**config.mk**
```make
export PLATFORM = sky130hd
export DESIGN_NAME = esc_queue
export DESIGN_NICKNAME = d
export VERILOG_FILES = /design/src/sv/esc_pkg.sv /design/src/sv/esc_queue.sv
export VERILOG_INCLUDE_DIRS = /design/src /design/src/sv
export SDC_FILE = /design/constraint.sdc
export NUM_CORES = 1
export LEC_CHECK = 0
export BUFFER_PORTS_ARGS = -buffer_cell sky130_fd_sc_hd__buf_2
export CORE_MARGIN = 2
export CORE_UTILIZATION = 30
export CTS_CLUSTER_SIZE = 40
export DETAILED_ROUTE_END_ITERATION = 6
export GPL_ROUTABILITY_DRIVEN = 0
export GPL_TIMING_DRIVEN = 1
export MAX_ROUTING_LAYER = met4
export PLACE_DENSITY = 0.53
export SLEW_MARGIN = 20
export SYNTH_ARGS = -nofsm -noshare
export SYNTH_HDL_FRONTEND = slang
export SYNTH_SLANG_ARGS = --single-unit
```
**constraint.sdc**
```tcl
create_clock -name i_clk -period 15 [get_ports i_clk]
set_clock_uncertainty 0.15 [all_clocks]
set_input_delay 3 -clock i_clk [delete_from_list [all_inputs] [get_ports i_clk]]
set_output_delay 3 -clock i_clk [all_outputs]
set_load 0.02 [all_outputs]
```
**src/sv/assert_macros.svh**
```systemverilog
// Assertion macros shared by the compensation block's modules.
// Depends on nothing; included by every file that carries assertions.
`ifndef ASSERT_MACROS_SVH
`define ASSERT_MACROS_SVH

// Same-cycle implication, checked outside reset.
`define ESC_ASSERT_IMP(label, clk, rst_n, ante, cons) \
    label: assert property (@(posedge clk) disable iff (!rst_n) (ante) |-> (cons)) \
        else $error("assertion failed");

// Next-cycle implication, checked outside reset.
`define ESC_ASSERT_NXT(label, clk, rst_n, ante, cons) \
    label: assert property (@(posedge clk) disable iff (!rst_n) (ante) |=> (cons)) \
        else $error("assertion failed");

`endif

```
**src/sv/esc_pkg.sv**
```systemverilog
// Types, constants and helpers for the environmental sensor compensation block.
// Depends on nothing; used by esc_front, esc_queue, esc_back, the top level and the testbench.
package esc_pkg;

    // Configuration register indexes.
    typedef enum logic [2:0] {
        REG_CAL_TEMP    = 3'd0,
        REG_CAL_PRESS_A = 3'd1,
        REG_CAL_PRESS_B = 3'd2,
        REG_CAL_PRESS_C = 3'd3,
        REG_CAL_HUM     = 3'd4
    } t_reg_idx;

    localparam int QDEPTH       = 16;
    localparam int QPTR_W       = 4;
    localparam int QCNT_W       = 5;
    localparam int FRONT_STAGES = 13;
    localparam int DIV_STEPS    = 32;

    localparam logic [31:0] C_P_OFS    = 32'd64000;
    localparam logic [31:0] C_P_BASE   = 32'd1048576;
    localparam logic [31:0] C_P_SCALE  = 32'd3125;
    localparam logic [31:0] C_P_ONE    = 32'd32768;
    localparam logic [31:0] C_H_OFS    = 32'd76800;
    localparam logic [31:0] C_H_BIAS   = 32'd2097152;
    localparam logic [31:0] C_H_RND14  = 32'd16384;
    localparam logic [31:0] C_H_RND13  = 32'd8192;
    localparam logic [31:0] C_H_MAX    = 32'd419430400;

    // Calibration coefficients, each widened to a 32-bit two's complement word.
    typedef struct packed {
        logic [31:0] t1, t2, t3;
        logic [31:0] p1, p2, p3, p4, p5, p6, p7, p8, p9;
        logic [31:0] h1, h2, h3, h4, h5, h6;
    } t_cal;

    // One queue entry: the finished temperature and humidity, plus the
    // pressure division still to be done.
    typedef struct packed {
        logic [31:0] temp;
        logic [31:0] dvd;
        logic [31:0] dvs;
        logic        dbl;
        logic        zero;
        logic [13:0] hum;
    } t_qent;

    typedef struct packed {
        logic [13:0] hum;
        logic [31:0] temp;
    } t_pay;

    function automatic logic [31:0] asr(input logic [31:0] x, input int n);
        return 32'($signed(x) >>> n);
    endfunction

    function automatic logic [31:0] sx16(input logic [15:0] x);
        return {{16{x[15]}}, x};
    endfunction

    function automatic logic [31:0] sx12(input logic [11:0] x);
        return {{20{x[11]}}, x};
    endfunction

    function automatic logic [31:0] sx8(input logic [7:0] x);
        return {{24{x[7]}}, x};
    endfunction

endpackage

```
**src/sv/esc_queue.sv**
```systemverilog
// Short queue between the front and back ends of the compensation block.
// Depends on esc_pkg; uses assert_macros.svh.
`include "assert_macros.svh"

module esc_queue (
    input  logic           i_clk,
    input  logic           i_rst_n,
    input  logic           i_push,
    input  esc_pkg::t_qent i_data,
    input  logic           i_pop,
    output esc_pkg::t_qent o_data,
    output logic           o_empty
);

    esc_pkg::t_qent             r_mem [esc_pkg::QDEPTH];
    esc_pkg::t_qent             r_head;
    logic [esc_pkg::QPTR_W-1:0] r_wr, r_rd, n_rd;
    logic [esc_pkg::QCNT_W-1:0] r_count;

    assign n_rd = i_pop ? r_rd + 1'b1 : r_rd;

    always_ff @(posedge i_clk) begin
        if (!i_rst_n) begin
            r_wr    <= '0;
            r_rd    <= '0;
            r_count <= '0;
        end else begin
            if (i_push) begin
                r_wr <= r_wr + 1'b1;
            end
            if (i_pop) begin
                r_rd <= r_rd + 1'b1;
            end
            if (i_push && !i_pop) begin
                r_count <= r_count + 1'b1;
            end else if (!i_push && i_pop) begin
                r_count <= r_count - 1'b1;
            end
        end
    end

    // The head entry is registered from the next read pointer; a beat written into the slot
    // that becomes the head is taken straight from the write data.
    always_ff @(posedge i_clk) begin
        if (i_push) begin
            r_mem[r_wr] <= i_data;
        end
        r_head <= (i_push && (r_wr == n_rd)) ? i_data : r_mem[n_rd];
    end

    assign o_data  = r_head;
    assign o_empty = (r_count == '0);

    `ESC_ASSERT_IMP(a_no_overflow, i_clk, i_rst_n, i_push,
                    (r_count != esc_pkg::QCNT_W'(esc_pkg::QDEPTH)) || i_pop)
    `ESC_ASSERT_IMP(a_no_underflow, i_clk, i_rst_n, i_pop, r_count != '0)

endmodule

```
==> flow_summary.json <==
{
  "status": "complete, no violations",
  "core_sq_mm": 0.225,
  "worstSetupEndpointType": "output port",
  "hpwl_microns": 85000,
  "cts_post_setup_buffers_inserted": 0,
  "htree_levels": 4,
  "design.portCount": 229,
  "leakagePower_uw": 0.0243,
  "drc": 0,
  "holdCritStartpoint": "r_rd[3]",
  "port_buffers": 228,
  "syn_avg_cell_area_sq_um": 23.9,
  "required_ps": 11850,
  "ctsResizeCount": 0,
  "p_sw_frac": 0.232,
  "grt_overflow_total": 0,
  "die_y_microns": 479,
  "period_share": 0.503,
  "cp.arrival_ps": 4400,
  "synthToLayoutAreaGrowth_pct": 15.6,
  "vias": 31149,
  "finalWirelength_microns": 171000,
  "worst_slew_pin_slew_ps": 1100,
  "avgRoutedWirePerCell_microns": 27.1,
  "dieArea_sq_mm": 0.230,
  "grt_pass1_vias": 32581,
  "yosys.area_share.adder": 0.00196,
  "cts_made_buffers": 186,
  "synth_seq_cells": 1809,
  "hold_buffers": 0,
  "worstHoldPathCells": 1,
  "power-per-cell-area_mw_per_mm2": 142,
  "ys_top_cells_by_area": "edfxtp_1 (79%), mux4_2 (15%), a22oi_1 (2.5%), nand2_1 (0.65%), dfxtp_1 (0.50%)",
  "slew_headroom": 0.268,
  "synth_top_family_by_area": "multiplexers",
  "rows": 174,
  "cts.sinks": 1809,
  "seqPwrFrac": 0.510,
  "ys.flop_type": "edfxtp_1",
  "syn_inst": 2829,
  "setup_viol_count_final": 0,
  "yosys.area.top_type_share": 0.795,
  "grt_pass1_wl_microns": 242000,
  "ys_seq_area_frac": 0.800,
  "wl_met3_microns": 12600,
  "layout.nets": 3270,
  "intPower_uw": 8520,
  "clock-root-buffer": "clkbuf_16",
  "cp_max_fo": 60,
  "drt_first_pass_iters": 7,
  "period_needed_ps": 7550,
  "drv_slew": 0,
  "max_cap_viol_count": 0,
  "synthSimpleGateAreaFrac": 0.0107,
  "yosysTopAreaCell": "edfxtp_1",
  "rr_worst_depth": 4,
  "ys_top_cells_by_count": "edfxtp_1 (1792), mux4_2 (448), a22oi_1 (224)",
  "antenna_left": 0,
  "post_dp_cell_area_sq_mm": 0.0725,
  "rsz0062_at_grt": "no",
  "synth_warnings": 0,
  "rr_endpoint": "r_mem[3][15]",
  "drt_iter0_markers": 3058,
  "async_flop_share": 0,
  "ys_types": 33,
  "fin_cells": 6312,
  "crit-reg2reg-launch": "r_wr[3]",
  "startpoint_type": "register",
  "clk_pin_slew_ps": 60,
  "cts_max_path_buffers": 3,
  "vias_per_cell": 4.93,
  "path_class": "register to output port",
  "synth_xor_area_frac": 0.00103,
  "p_switching_uw": 2580,
  "power.share.combinational": 0.094,
  "dp.cells": 5948,
  "syn_nets": 2955,
  "design_area_sq_mm": 0.0783,
  "hold_viol": 0,
  "antenna_found_initial": 57,
  "synthMuxAreaShare": 0.150,
  "synth_compound_area_frac": 0.0254,
  "netlist_area_sq_mm": 0.0677,
  "fmax_mhz": 132,
  "peakVddDrop_v": 0.0000948,
  "grt_max_degree": 129,
  "top_layer_used": "met4",
  "tritoncts": "yes",
  "die_w_microns": 479,
  "yosysMostFrequentCell": "edfxtp_1",
  "insertion_delay_ps": 810,
  "met2_length_microns": 78900,
  "synth_edf_count": 1792,
  "start_util": 0.301,
  "fin_total_pwr_uw": 11100,
  "r2r_setup_slack_ps": 11070,
  "drt-met1-wl_microns": 76400,
  "hold_class": "register to register",
  "drive_above_1_share": 0.303,
  "grt_util_all_layers": 0.151,
  "clockPowerShare": 0.396,
  "setup_tns_ps": 0
}
-- metal layers --
| metal | vias to the layer above | GRT usage |
|---|---|---|
| met4 | 0 | 0.0340 |
| met3 | 241 | 0.0375 |
| met1 | 17032 | 0.209 |
| li1 | 12878 | - |
| met2 | 998 | 0.226 |
| met5 | - | - |
-- power groups by stage --
stage	clock (uW)	sequential [uW]	combinational [uW]
3_5_place_dp	0	5770	1080
5_1_grt	4700	5660	1130
6_report	4390	5660	1040
3_3_place_gp	0	5760	1070
4_1_cts	4500	5660	1080
2_1_floorplan	0	5750	730
-- worst max-delay path by stage --
stage / start / to / slack (ps) / depth (start not counted)
6_report: register / o_data[81] / 7450 / 6
5_1_grt: register / o_data[60] / 7100 / 6
4_1_cts: register / o_data[96] / 7260 / 6
3_5_place_dp: register / o_data[96] / 8160 / 6
3_3_place_gp: register / o_data[98] / 8140 / 6
2_1_floorplan: i_push / r_mem[0][0] / 8200 / 3
-- metrics by stage --
| stage | worst slack, ps | hold slack, ps | util |
|---|---|---|---|
| 2_1_floorplan | 8200 | 276 | - |
| 3_3_place_gp | 8140 | 307 | 0.322 |
| 3_5_place_dp | 8160 | 299 | 0.323 |
| 4_1_cts | 7260 | 312 | 0.348 |
| 5_1_grt | 7100 | 346 | 0.348 |
| 6_report | 7450 | 307 | 0.348 |
-- logic make-up after synthesis --
group	count (synthesis)
flops	1809
simple gates	164
fa+ha+maj	10
buf+inv	156
mux	452
compound gates	230
xor+xnor	8
-- registers in the layout, summed over array words and instances (netlist names), named ones only --
| signal | flops |
|---|---|
| r_wr | 4 |
| r_mem | 1792 |
| r_rd | 4 |
| r_count | 5 |
-- cell type report --
| type | count | area [sq um] |
|---|---|---|
| timing repair buffer | 279 | 1710 |
| sequential | 1809 | 54200 |
| inverter | 4 | 15.0 |
| multi-input combinational | 864 | 12800 |
| clock inverter | 106 | 938 |
| fill | 20761 | 146000 |
| clock buffer | 230 | 4820 |
| tap | 2992 | 3740 |
| antenna | 28 | 70.1 |
-- critical path, stage by stage (launching register included) --
cell and delay, ps:
dfxtp_4 1000, buf_4 810, buf_4 620, mux4_2 410, a22oi_1 220, nand2_1 160, buf_2 190
-- cells in the final DEF (no fill, tap or decap), types with 3 or more instances in the layout --
master,Yosys,final
bufinv_16,0,9
buf_4,40,37
a22oi_1,224,224
inv_1,4,4
diode_2,0,28
clkinv_1,0,45
nand2_1,118,118
ha_1,9,9
buf_12,0,13
xnor2_1,6,6
clkinvlp_4,0,7
dfxtp_1,17,15
mux2i_1,3,3
inv_6,0,7
clkinv_2,0,24
edfxtp_1,1792,1792
and2_4,0,17
clkinv_8,0,3
clkbuf_1,56,44
nand3_1,3,3
inv_16,0,5
clkinv_16,0,3
clkinv_4,0,3
buf_2,12,228
clkbuf_16,0,186
nor2_1,5,4
and2_1,26,9
mux4_2,448,448
(Power assumes the default switching activity.)
